<file path="src/ps2mt_pkg.sv">
`timescale 1ns / 1ps
`default_nettype none

package ps2mt_pkg;

    // Coordinate range of the cursor
    localparam int COORD_BITS  = 12;
    localparam int COORD_MAX_I = (1 << COORD_BITS) - 1;
    localparam int SUM_BITS    = COORD_BITS + 2;

    // Field widths
    localparam int BYTE_BITS  = 8;
    localparam int SIZE_BITS  = 13;
    localparam int WHEEL_BITS = 16;
    localparam int COUNT_BITS = 32;
    localparam int IDX_BITS   = 2;

    typedef logic [COORD_BITS-1:0]        t_coord;
    typedef logic [BYTE_BITS-1:0]         t_byte;
    typedef logic [SIZE_BITS-1:0]         t_size;
    typedef logic signed [WHEEL_BITS-1:0] t_wheel;
    typedef logic [COUNT_BITS-1:0]        t_count;

    localparam t_coord COORD_MAX = t_coord'(COORD_MAX_I);
    localparam t_coord RESET_X   = t_coord'((640 > COORD_MAX_I) ? COORD_MAX_I : 640);
    localparam t_coord RESET_Y   = t_coord'((360 > COORD_MAX_I) ? COORD_MAX_I : 360);
    localparam t_size  RESET_WIDTH  = t_size'(1280);
    localparam t_size  RESET_HEIGHT = t_size'(720);

    localparam t_wheel WHEEL_MAX = t_wheel'(32767);
    localparam t_wheel WHEEL_MIN = t_wheel'(-32768);

    // Bit positions in the first packet byte
    localparam int SYNC_POS  = 3;
    localparam int LEFT_POS  = 0;
    localparam int RIGHT_POS = 1;

    // Input opcodes
    typedef enum logic {
        OP_BYTE = 1'b0,
        OP_READ = 1'b1
    } t_opcode;

    // Configuration register indexes
    typedef enum logic [IDX_BITS-1:0] {
        CFG_WHEEL_MODE    = 2'd0,
        CFG_SCREEN_WIDTH  = 2'd1,
        CFG_SCREEN_HEIGHT = 2'd2
    } t_cfg_idx;

    // Decoded configuration
    typedef struct packed {
        logic   wheel_mode;
        t_coord x_lim;
        t_coord y_lim;
    } t_cfg;

    // Assembler to tracker
    typedef struct packed {
        logic  read_cmd;
        logic  done;
        t_byte flags;
        t_byte dx;
        t_byte dy;
        t_byte wd;
    } t_pkt;

    // Result item
    typedef struct packed {
        t_coord cursor_x;
        t_coord cursor_y;
        logic   left_button;
        logic   right_button;
        t_wheel wheel_total;
        t_count packets_seen;
        logic   packet_accepted;
    } t_res;

    // Screen size to largest coordinate; zero acts as one
    function automatic t_coord limit_of(input t_size size);
        t_size m;
        m = size - t_size'(1);
        if (size == '0) begin
            return '0;
        end
        if (int'(m) > COORD_MAX_I) begin
            return COORD_MAX;
        end
        return t_coord'(m);
    endfunction

endpackage

`default_nettype wire

</file>
<file path="src/ps2mt_in_if.sv">
`timescale 1ns / 1ps
`default_nettype none

interface ps2mt_in_if;
    logic                 valid;
    logic                 ready;
    logic                 opcode;
    ps2mt_pkg::t_byte     rx_byte;

    modport source (output valid, output opcode, output rx_byte, input ready);
    modport sink   (input valid, input opcode, input rx_byte, output ready);
endinterface

`default_nettype wire

</file>
<file path="src/ps2mt_out_if.sv">
`timescale 1ns / 1ps
`default_nettype none

interface ps2mt_out_if;
    logic                 valid;
    logic                 ready;
    ps2mt_pkg::t_coord    cursor_x;
    ps2mt_pkg::t_coord    cursor_y;
    logic                 left_button;
    logic                 right_button;
    ps2mt_pkg::t_wheel    wheel_total;
    ps2mt_pkg::t_count    packets_seen;
    logic                 packet_accepted;

    modport source (
        output valid, output cursor_x, output cursor_y, output left_button,
        output right_button, output wheel_total, output packets_seen,
        output packet_accepted, input ready
    );
    modport sink (
        input valid, input cursor_x, input cursor_y, input left_button,
        input right_button, input wheel_total, input packets_seen,
        input packet_accepted, output ready
    );
endinterface

`default_nettype wire

</file>
<file path="src/ps2_mouse_packet_tracker.sv">
// Mouse packet tracker.
// Input channel i_in carries one item per transfer: opcode 0 passes a byte
// received from the mouse, opcode 1 reads and clears the wheel total.
// Bytes are gathered into 3-byte packets, or 4-byte packets in wheel mode;
// a finished packet with the sync bit set updates buttons, cursor, wheel sum
// and packet count. Output channel o_out returns one result per input item.
// Configuration is a plain write port (i_cfg_we, i_cfg_idx, i_cfg_data):
// index 0 wheel mode, 1 screen width, 2 screen height; write only when idle.
// Each input item passes the input register, then the result register, which
// drives o_out.
// Throughput: one item per cycle while o_out is not stalled, since all
// per-item work is a single pass from the input register to the result
// register and the tracked state updates in that same cycle.
// Reset (synchronous, active low) clears the byte position, buttons, wheel
// sum and count, sets the cursor to 640/360 and the screen to 1280x720.
// When the receiver stalls, the result register holds and one more item is
// taken into the input register; after that i_in.ready drops until o_out
// drains.
`timescale 1ns / 1ps
`default_nettype none

module ps2_mouse_packet_tracker (
    input  wire logic                              i_clk,
    input  wire logic                              i_rst_n,
    ps2mt_in_if.sink                               i_in,
    ps2mt_out_if.source                            o_out,
    input  wire logic                              i_cfg_we,
    input  wire logic [ps2mt_pkg::IDX_BITS-1:0]    i_cfg_idx,
    input  wire ps2mt_pkg::t_size                  i_cfg_data
);

    logic              r_in_vld;
    logic              r_in_op;
    ps2mt_pkg::t_byte  r_in_byte;
    logic              r_out_vld;
    ps2mt_pkg::t_res   r_out;

    logic              w_adv;
    logic              w_step;
    ps2mt_pkg::t_cfg   w_cfg;
    ps2mt_pkg::t_pkt   w_pkt;
    ps2mt_pkg::t_res   w_res;

    // Handshake: result stage frees when empty or taken
    assign w_adv      = !r_out_vld || o_out.ready;
    assign w_step     = r_in_vld && w_adv;
    assign i_in.ready = !r_in_vld || w_adv;

    // Input register
    always_ff @(posedge i_clk) begin
        if (!i_rst_n) begin
            r_in_vld <= 1'b0;
        end else if (i_in.ready) begin
            r_in_vld <= i_in.valid;
        end
    end

    always_ff @(posedge i_clk) begin
        if (i_in.ready && i_in.valid) begin
            r_in_op   <= i_in.opcode;
            r_in_byte <= i_in.rx_byte;
        end
    end

    ps2mt_cfg_regs u_cfg (
        .i_clk      (i_clk),
        .i_rst_n    (i_rst_n),
        .i_cfg_we   (i_cfg_we),
        .i_cfg_idx  (i_cfg_idx),
        .i_cfg_data (i_cfg_data),
        .o_cfg      (w_cfg)
    );

    ps2mt_assembler u_asm (
        .i_clk        (i_clk),
        .i_rst_n      (i_rst_n),
        .i_step       (w_step),
        .i_opcode     (r_in_op),
        .i_rx_byte    (r_in_byte),
        .i_wheel_mode (w_cfg.wheel_mode),
        .o_pkt        (w_pkt)
    );

    ps2mt_tracker u_trk (
        .i_clk   (i_clk),
        .i_rst_n (i_rst_n),
        .i_step  (w_step),
        .i_pkt   (w_pkt),
        .i_cfg   (w_cfg),
        .o_res   (w_res)
    );

    // Result register
    always_ff @(posedge i_clk) begin
        if (!i_rst_n) begin
            r_out_vld <= 1'b0;
        end else if (w_adv) begin
            r_out_vld <= r_in_vld;
        end
    end

    always_ff @(posedge i_clk) begin
        if (w_step) begin
            r_out <= w_res;
        end
    end

    assign o_out.valid           = r_out_vld;
    assign o_out.cursor_x        = r_out.cursor_x;
    assign o_out.cursor_y        = r_out.cursor_y;
    assign o_out.left_button     = r_out.left_button;
    assign o_out.right_button    = r_out.right_button;
    assign o_out.wheel_total     = r_out.wheel_total;
    assign o_out.packets_seen    = r_out.packets_seen;
    assign o_out.packet_accepted = r_out.packet_accepted;

endmodule

`default_nettype wire

</file>
<file path="src/ps2mt_cfg_regs.sv">
`timescale 1ns / 1ps
`default_nettype none

module ps2mt_cfg_regs (
    input  wire logic                              i_clk,
    input  wire logic                              i_rst_n,
    input  wire logic                              i_cfg_we,
    input  wire logic [ps2mt_pkg::IDX_BITS-1:0]    i_cfg_idx,
    input  wire ps2mt_pkg::t_size                  i_cfg_data,
    output ps2mt_pkg::t_cfg                        o_cfg
);

    logic              r_wheel_mode;
    ps2mt_pkg::t_coord r_x_lim;
    ps2mt_pkg::t_coord r_y_lim;

    // Sizes are stored as limits, ready for clamping
    always_ff @(posedge i_clk) begin
        if (!i_rst_n) begin
            r_wheel_mode <= 1'b0;
            r_x_lim      <= ps2mt_pkg::limit_of(ps2mt_pkg::RESET_WIDTH);
            r_y_lim      <= ps2mt_pkg::limit_of(ps2mt_pkg::RESET_HEIGHT);
        end else if (i_cfg_we) begin
            unique case (i_cfg_idx)
                ps2mt_pkg::CFG_WHEEL_MODE:    r_wheel_mode <= i_cfg_data[0];
                ps2mt_pkg::CFG_SCREEN_WIDTH:  r_x_lim <= ps2mt_pkg::limit_of(i_cfg_data);
                ps2mt_pkg::CFG_SCREEN_HEIGHT: r_y_lim <= ps2mt_pkg::limit_of(i_cfg_data);
                default: begin
                end
            endcase
        end
    end

    assign o_cfg.wheel_mode = r_wheel_mode;
    assign o_cfg.x_lim      = r_x_lim;
    assign o_cfg.y_lim      = r_y_lim;

endmodule

`default_nettype wire

</file>
<file path="src/ps2mt_assembler.sv">
`timescale 1ns / 1ps
`default_nettype none

module ps2mt_assembler (
    input  wire logic              i_clk,
    input  wire logic              i_rst_n,
    input  wire logic              i_step,
    input  wire logic              i_opcode,
    input  wire ps2mt_pkg::t_byte  i_rx_byte,
    input  wire logic              i_wheel_mode,
    output ps2mt_pkg::t_pkt        o_pkt
);

    logic [ps2mt_pkg::IDX_BITS-1:0] r_idx;
    logic [ps2mt_pkg::IDX_BITS-1:0] n_idx;
    ps2mt_pkg::t_byte               r_held [3];
    logic [ps2mt_pkg::IDX_BITS-1:0] w_last;
    logic                           w_is_byte;
    logic                           w_gather;
    logic                           w_done;

    // Current mode decides where a packet ends
    assign w_last    = i_wheel_mode ? 2'd3 : 2'd2;
    assign w_is_byte = (i_opcode == ps2mt_pkg::OP_BYTE);
    assign w_gather  = w_is_byte && (r_idx < w_last);
    assign w_done    = w_is_byte && !(r_idx < w_last);

    // Byte position within the packet
    always_comb begin
        n_idx = r_idx;
        if (w_gather) begin
            n_idx = r_idx + 2'd1;
        end else if (w_done) begin
            n_idx = '0;
        end
    end

    always_ff @(posedge i_clk) begin
        if (!i_rst_n) begin
            r_idx <= '0;
        end else if (i_step) begin
            r_idx <= n_idx;
        end
    end

    // Held bytes; the index never reaches 3 while gathering
    always_ff @(posedge i_clk) begin
        if (i_step && w_gather) begin
            r_held[r_idx] <= i_rx_byte;
        end
    end

    // Packet fields; the closing byte is taken live
    always_comb begin
        o_pkt.read_cmd = (i_opcode == ps2mt_pkg::OP_READ);
        o_pkt.done     = w_done;
        o_pkt.flags    = r_held[0];
        o_pkt.dx       = r_held[1];
        o_pkt.dy       = (r_idx == 2'd2) ? i_rx_byte : r_held[2];
        o_pkt.wd       = (i_wheel_mode && (r_idx == 2'd3)) ? i_rx_byte : '0;
    end

endmodule

`default_nettype wire

</file>
<file path="src/ps2mt_tracker.sv">
`timescale 1ns / 1ps
`default_nettype none

module ps2mt_tracker (
    input  wire logic              i_clk,
    input  wire logic              i_rst_n,
    input  wire logic              i_step,
    input  wire ps2mt_pkg::t_pkt   i_pkt,
    input  wire ps2mt_pkg::t_cfg   i_cfg,
    output ps2mt_pkg::t_res        o_res
);

    ps2mt_pkg::t_coord r_pos_x;
    ps2mt_pkg::t_coord r_pos_y;
    logic              r_left;
    logic              r_right;
    ps2mt_pkg::t_wheel r_wheel;
    ps2mt_pkg::t_count r_count;

    ps2mt_pkg::t_coord n_pos_x;
    ps2mt_pkg::t_coord n_pos_y;
    logic              n_left;
    logic              n_right;
    ps2mt_pkg::t_wheel n_wheel;
    ps2mt_pkg::t_count n_count;

    logic                                   w_accept;
    logic signed [ps2mt_pkg::SUM_BITS-1:0]  w_sum_x;
    logic signed [ps2mt_pkg::SUM_BITS-1:0]  w_sum_y;
    logic signed [ps2mt_pkg::SUM_BITS-1:0]  w_lim_x;
    logic signed [ps2mt_pkg::SUM_BITS-1:0]  w_lim_y;
    ps2mt_pkg::t_coord                      w_clamp_x;
    ps2mt_pkg::t_coord                      w_clamp_y;
    logic signed [ps2mt_pkg::WHEEL_BITS:0]  w_wsum;
    ps2mt_pkg::t_wheel                      w_wsat;

    assign w_accept = i_pkt.done && i_pkt.flags[ps2mt_pkg::SYNC_POS];

    // Cursor move: x adds, y subtracts
    assign w_sum_x = $signed({2'b00, r_pos_x})
                   + ps2mt_pkg::SUM_BITS'($signed(i_pkt.dx));
    assign w_sum_y = $signed({2'b00, r_pos_y})
                   - ps2mt_pkg::SUM_BITS'($signed(i_pkt.dy));
    assign w_lim_x = $signed({2'b00, i_cfg.x_lim});
    assign w_lim_y = $signed({2'b00, i_cfg.y_lim});

    // Clamp to the screen
    always_comb begin
        if (w_sum_x < 0) begin
            w_clamp_x = '0;
        end else if (w_sum_x > w_lim_x) begin
            w_clamp_x = i_cfg.x_lim;
        end else begin
            w_clamp_x = w_sum_x[ps2mt_pkg::COORD_BITS-1:0];
        end
        if (w_sum_y < 0) begin
            w_clamp_y = '0;
        end else if (w_sum_y > w_lim_y) begin
            w_clamp_y = i_cfg.y_lim;
        end else begin
            w_clamp_y = w_sum_y[ps2mt_pkg::COORD_BITS-1:0];
        end
    end

    // Saturating wheel sum
    assign w_wsum = (ps2mt_pkg::WHEEL_BITS + 1)'(r_wheel)
                  + (ps2mt_pkg::WHEEL_BITS + 1)'($signed(i_pkt.wd));

    always_comb begin
        if (w_wsum[ps2mt_pkg::WHEEL_BITS] == w_wsum[ps2mt_pkg::WHEEL_BITS-1]) begin
            w_wsat = w_wsum[ps2mt_pkg::WHEEL_BITS-1:0];
        end else if (w_wsum[ps2mt_pkg::WHEEL_BITS]) begin
            w_wsat = ps2mt_pkg::WHEEL_MIN;
        end else begin
            w_wsat = ps2mt_pkg::WHEEL_MAX;
        end
    end

    // Next state
    always_comb begin
        n_pos_x = r_pos_x;
        n_pos_y = r_pos_y;
        n_left  = r_left;
        n_right = r_right;
        n_wheel = r_wheel;
        n_count = r_count;
        if (i_pkt.read_cmd) begin
            n_wheel = '0;
        end else if (w_accept) begin
            n_pos_x = w_clamp_x;
            n_pos_y = w_clamp_y;
            n_left  = i_pkt.flags[ps2mt_pkg::LEFT_POS];
            n_right = i_pkt.flags[ps2mt_pkg::RIGHT_POS];
            n_wheel = w_wsat;
            n_count = r_count + ps2mt_pkg::t_count'(1);
        end
    end

    always_ff @(posedge i_clk) begin
        if (!i_rst_n) begin
            r_pos_x <= ps2mt_pkg::RESET_X;
            r_pos_y <= ps2mt_pkg::RESET_Y;
            r_left  <= 1'b0;
            r_right <= 1'b0;
            r_wheel <= '0;
            r_count <= '0;
        end else if (i_step) begin
            r_pos_x <= n_pos_x;
            r_pos_y <= n_pos_y;
            r_left  <= n_left;
            r_right <= n_right;
            r_wheel <= n_wheel;
            r_count <= n_count;
        end
    end

    // Result for this item
    always_comb begin
        o_res.cursor_x        = n_pos_x;
        o_res.cursor_y        = n_pos_y;
        o_res.left_button     = n_left;
        o_res.right_button    = n_right;
        o_res.wheel_total     = i_pkt.read_cmd ? r_wheel : '0;
        o_res.packets_seen    = n_count;
        o_res.packet_accepted = w_accept;
    end

endmodule

`default_nettype wire

</file>
<file path="src/flat_wrapper.sv">
// flat-port wrapper written by rule: the top's interface ports become plain ports
module ps2_mouse_packet_tracker_flat 
  (i_clk, i_rst_n, i_cfg_we, i_cfg_idx, i_cfg_data, i_in_valid, i_in_opcode, i_in_rx_byte, i_in_ready, o_out_valid, o_out_cursor_x, o_out_cursor_y, o_out_left_button, o_out_right_button, o_out_wheel_total, o_out_packets_seen, o_out_packet_accepted, o_out_ready);
  ps2mt_in_if i_in_i ();
  ps2mt_out_if o_out_i ();
  input  wire logic i_clk;
  input  wire logic i_rst_n;
  input  wire logic i_cfg_we;
  input  wire logic [ps2mt_pkg::IDX_BITS-1:0] i_cfg_idx;
  input  wire ps2mt_pkg::t_size i_cfg_data;
  input wire logic [$bits(i_in_i.valid)-1:0] i_in_valid;
  input wire logic [$bits(i_in_i.opcode)-1:0] i_in_opcode;
  input wire logic [$bits(i_in_i.rx_byte)-1:0] i_in_rx_byte;
  output wire logic [$bits(i_in_i.ready)-1:0] i_in_ready;
  output wire logic [$bits(o_out_i.valid)-1:0] o_out_valid;
  output wire logic [$bits(o_out_i.cursor_x)-1:0] o_out_cursor_x;
  output wire logic [$bits(o_out_i.cursor_y)-1:0] o_out_cursor_y;
  output wire logic [$bits(o_out_i.left_button)-1:0] o_out_left_button;
  output wire logic [$bits(o_out_i.right_button)-1:0] o_out_right_button;
  output wire logic [$bits(o_out_i.wheel_total)-1:0] o_out_wheel_total;
  output wire logic [$bits(o_out_i.packets_seen)-1:0] o_out_packets_seen;
  output wire logic [$bits(o_out_i.packet_accepted)-1:0] o_out_packet_accepted;
  input wire logic [$bits(o_out_i.ready)-1:0] o_out_ready;
  assign i_in_i.valid = i_in_valid;
  assign i_in_i.opcode = i_in_opcode;
  assign i_in_i.rx_byte = i_in_rx_byte;
  assign i_in_ready = i_in_i.ready;
  assign o_out_valid = o_out_i.valid;
  assign o_out_cursor_x = o_out_i.cursor_x;
  assign o_out_cursor_y = o_out_i.cursor_y;
  assign o_out_left_button = o_out_i.left_button;
  assign o_out_right_button = o_out_i.right_button;
  assign o_out_wheel_total = o_out_i.wheel_total;
  assign o_out_packets_seen = o_out_i.packets_seen;
  assign o_out_packet_accepted = o_out_i.packet_accepted;
  assign o_out_i.ready = o_out_ready;
  ps2_mouse_packet_tracker u_core (.i_clk(i_clk), .i_rst_n(i_rst_n), .i_in(i_in_i), .o_out(o_out_i), .i_cfg_we(i_cfg_we), .i_cfg_idx(i_cfg_idx), .i_cfg_data(i_cfg_data));
endmodule
</file>
<file path="config.mk">
export PLATFORM = sky130hd
export DESIGN_NAME = ps2_mouse_packet_tracker_flat
export DESIGN_NICKNAME = d
export VERILOG_FILES = /design/src/ps2mt_pkg.sv /design/src/ps2mt_in_if.sv /design/src/ps2mt_out_if.sv /design/src/ps2_mouse_packet_tracker.sv /design/src/ps2mt_cfg_regs.sv /design/src/ps2mt_assembler.sv /design/src/ps2mt_tracker.sv /design/src/flat_wrapper.sv
export SDC_FILE = /design/constraint.sdc
export NUM_CORES = 1
export LEC_CHECK = 0
export BUFFER_PORTS_ARGS = -buffer_cell sky130_fd_sc_hd__clkbuf_2
export CORE_MARGIN = 2
export CORE_UTILIZATION = 35
export CTS_CLUSTER_SIZE = 20
export DETAILED_ROUTE_END_ITERATION = 10
export SETUP_SLACK_MARGIN = 0.02
export SLEW_MARGIN = 20
export SYNTH_ARGS = -nofsm -noshare
export SYNTH_HDL_FRONTEND = slang
export SYNTH_SLANG_ARGS = --single-unit
</file>
<file path="constraint.sdc">
create_clock -name i_clk -period 5 [get_ports i_clk]
set_input_delay 0.75 -clock i_clk [delete_from_list [all_inputs] [get_ports i_clk]]
set_output_delay 0.75 -clock i_clk [all_outputs]
set_load 0.05 [all_outputs]
</file>
==> results.json <==
{
  "drtPass1Iterations": 5,
  "syn_nets": 1239,
  "fp.dieW_um": 184,
  "cp_max_fo": 14,
  "syn_avg_cell_area_um2": 9.96,
  "ys_types": 79,
  "nets": 1338,
  "yosys_warnings": 0,
  "finalHoldViolations": 0,
  "synthTopCellsByArea": "edfxtp_1 (27%), dfxtp_1 (18%), ha_1 (7.5%)",
  "max_freq_ghz": 0.214,
  "crit_cells": 18,
  "rows": 65,
  "path_buf_inv": 1,
  "htreeDepth": 1,
  "path_clk_slew_ns": 0.06,
  "p_per_area_nw_per_um2": 302,
  "synth_edf_count": 103,
  "grt_pass1_vias": 8354,
  "fp.coreArea_um2": 31700,
  "worstSetupStartpointType": "flip-flop",
  "endpoint": "u_core.o_out.cursor_y[3]$_DFFE_PP_",
  "dpl.hpwl_um": 20200,
  "antenna_found_initial": 0,
  "routabilityCongestion": 0.821,
  "cts_tree": "built",
  "clk_latency_ns": 0.52,
  "synthCells": 1139,
  "ys_ff_latch": 206,
  "dieArea_um2": 33900,
  "synth.largest_area_cell": "edfxtp_1",
  "cts_buffer_depth": 3,
  "grt_max_degree": 72,
  "synth_top_family_by_area": "simple AND/OR/NAND/NOR gates",
  "dp_slack_ns": 0.365,
  "cap_violations": 0,
  "cp_top_family": "compound AO/OA/AOI/OAI gates",
  "grtUsageMet1_pct": 22.1,
  "dpl_cell_area_um2": 12300,
  "synth_compound_area_share_pct": 15.1,
  "drtAntennaViolNets": 0,
  "numCtsBuffers": 24,
  "setup_viol": 0,
  "cts-root-buf": "clkbuf_16",
  "synth_top_area_share_pct": 27.3,
  "pin_count": 106,
  "grt_pass1_wl_um": 43800,
  "synth-async-reset-ratio_pct": 0,
  "final_cell_mix": "nand2_1 (128), clkbuf_2 (105), edfxtp_1 (103), dfxtp_1 (103), xnor2_1 (70)",
  "grt_overflow": 0,
  "area_delta_synth_final_pct": 15.5,
  "gr-usage-met3_pct": 2.56,
  "end_kind": "flip-flop",
  "min-delay-start": "i_in_opcode",
  "rsz0062_at_grt": "false",
  "crit_start": "u_core.u_asm.r_idx[1]$_SDFFE_PN0P_",
  "whs_ns": 0.404,
  "setup_ws_ns": 0.317,
  "synthFlopType": "edfxtp_1",
  "rr_startpoint": "u_core.u_asm.r_idx[1]$_SDFFE_PN0P_",
  "vias": 8581,
  "relSlewSlack_pct": 39.6,
  "period_minus_slack_ns": 4.68,
  "drc_errors": 0,
  "wl_per_cell_um": 16.6,
  "r2r_cells": 18,
  "syn_area_um2": 11300,
  "cts.sinks": 206,
  "fin_setup_tns_ns": 0,
  "hold_buffers": 0,
  "busiest_layer": "met2",
  "crit_arrival_ns": 4.93,
  "synth-simple-area-share_pct": 18.0,
  "rrSetupSlack_ns": 0.32,
  "start_util_pct": 35.8,
  "portBuffers": 105,
  "fin_area_um2": 13100,
  "worstPathCellList": "ha_1 -> mux2_2 -> ha_1 -> fa_1 -> nor2b_1 -> o21a_1 -> o21ai_0 -> a21o_1 -> a22oi_1 -> xnor2_1 -> ha_1 -> nand4_1 -> o32a_1 -> o21ai_0 -> nand3_1 -> buf_4 -> mux2i_1 -> o21ai_0",
  "drive_gt1_share_pct": 14.9,
  "wirelength_um": 27500,
  "tightest_slew_ns": 0.897,
  "vias_per_cell": 5.18,
  "synthMuxAreaShare_pct": 2.25,
  "crit_path_max_incr_delay_ns": 0.45,
  "post_synth_fa_ha_maj_area_fraction_pct": 8.21,
  "ir_drop_uv": 208,
  "grt_usage_pct": 16.1,
  "min_path_type": "in2reg",
  "status": "finished clean",
  "antenna_cells": 0,
  "fin_util_pct": 41.3,
  "final_common_cell": "nand2_1",
  "required_ns": 5.24,
  "reg2reg_to": "u_core.o_out.cursor_y[3]$_DFFE_PP_",
  "fin_skew_ns": 0.0127,
  "gr-usage-met2_pct": 26.3,
  "power_leakage_nw": 5.44,
  "post-route-period-util_pct": 93.7,
  "synth_xor_area_share_pct": 7.57,
  "synth-seq-area-share_pct": 45.4,
  "die-height_um": 184,
  "path_class": "reg2reg",
  "drt-initial-drc-count": 594,
  "cp_slowest_cell": "dfxtp_1",
  "finalMaxSlewViolations": 0
}
-- timing repair --
item | 4_1_cts | 5_1_grt
endpoints found under the setup margin | 0 | 5
gates resized for setup | 0 | 1
endpoints found under the hold margin | 0 | 0
buffers inserted | 0 | 0
-- how the worst min path moves through the flow --
stage	endpoint	slack [ns]	depth (start not counted)
CTS	u_core.r_in_op$_DFFE_PP_	0.38	1
global route	u_core.r_in_op$_DFFE_PP_	0.38	1
detailed placement	u_core.u_trk.r_left$_SDFFE_PN0P_	0.47	2
global placement	u_core.u_trk.r_left$_SDFFE_PN0P_	0.45	2
floorplan	u_core.u_trk.r_left$_SDFFE_PN0P_	0.44	2
finish	u_core.r_in_op$_DFFE_PP_	0.40	1
-- worst register-to-register path: cells and delay by family (launching register included) --
kind / cells / cell delay [ns]
AND/OR/NAND/NOR: 3 / 0.37
buffers and inverters: 1 / 0.22
AO/OA/AOI/OAI: 7 / 1.34
flip-flops: 1 / 0.45
multiplexers: 2 / 0.62
adder cells (fa/ha/maj): 4 / 1.28
XOR/XNOR: 1 / 0.12
-- cells by family after synthesis --
family	count (synthesis)
mux	25
xor+xnor	98
buf+inv	97
compound gates	243
fa+ha+maj	73
flops	206
simple gates	397
-- layout make-up --
class | instances | area, um2
multi-input combinational | 836 | 5800
tap | 402 | 503
inverter | 56 | 211
timing repair buffer | 114 | 593
clock buffer | 30 | 653
sequential | 206 | 5150
fill | 3059 | 18600
clock inverter | 13 | 181
-- per-layer routing --
metal / wire (um) / up-vias
met5: 0 / -
met4: 511 / 0
met3: 1410 / 34
met2: 12400 / 194
li1: - / 4323
met1: 13100 / 4030
-- report_power, final --
group | internal, mW | switching [mW] | total (mW)
sequential | 1.81 | 0.0287 | 1.84
clock | 1.13 | 0.708 | 1.84
combinational | 0.0716 | 0.203 | 0.275
total | 3.02 | 0.940 | 3.96
-- through the flow --
step | cells | total power, mW
after global routing | 1657 | 4.09
after detailed placement | 1614 | 2.15
after global placement | 1614 | 2.15
after CTS | 1657 | 4.00
after floorplan | 1139 | 2.06
final | 1657 | 3.96
-- Yosys cell counts (5+ instances only) --
master / instances
or3_1: 10
o211ai_1: 21
a22o_1: 5
ha_1: 68
clkbuf_1: 31
and3_1: 24
mux2i_1: 21
a21boi_0: 12
a21o_1: 10
a31oi_1: 6
nand2b_1: 9
a221oi_1: 9
o21ai_0: 56
and2_1: 60
o21a_1: 12
nor4_1: 8
xor2_1: 28
or2_2: 7
o21ai_1: 5
inv_1: 54
dfxtp_1: 103
nor2b_1: 12
nand2_1: 128
a221o_2: 7
nand3_1: 25
buf_2: 5
a211oi_1: 8
nor2_1: 64
edfxtp_1: 103
a21oi_1: 38
a221o_1: 15
xnor2_1: 70
nand4_1: 15
nor3_1: 14
-- state kept, by name, summed over array words and instances, names as in the netlist, 2 cells and up --
signal                     count
u_core.u_asm.r_held           19
u_core.u_trk.r_count          32
u_core.o_out.wheel_total      16
u_core.u_trk.r_pos_y          12
u_core.o_out.cursor_y         12
u_core.o_out.packets_seen     32
u_core.u_trk.r_pos_x          12
u_core.o_out.cursor_x         12
u_core.u_cfg.r_x_lim          12
u_core.u_trk.r_wheel          16
u_core.u_cfg.r_y_lim          12
u_core.u_asm.r_idx             2
u_core.r_in_byte               8
(Power assumes the default switching activity.)
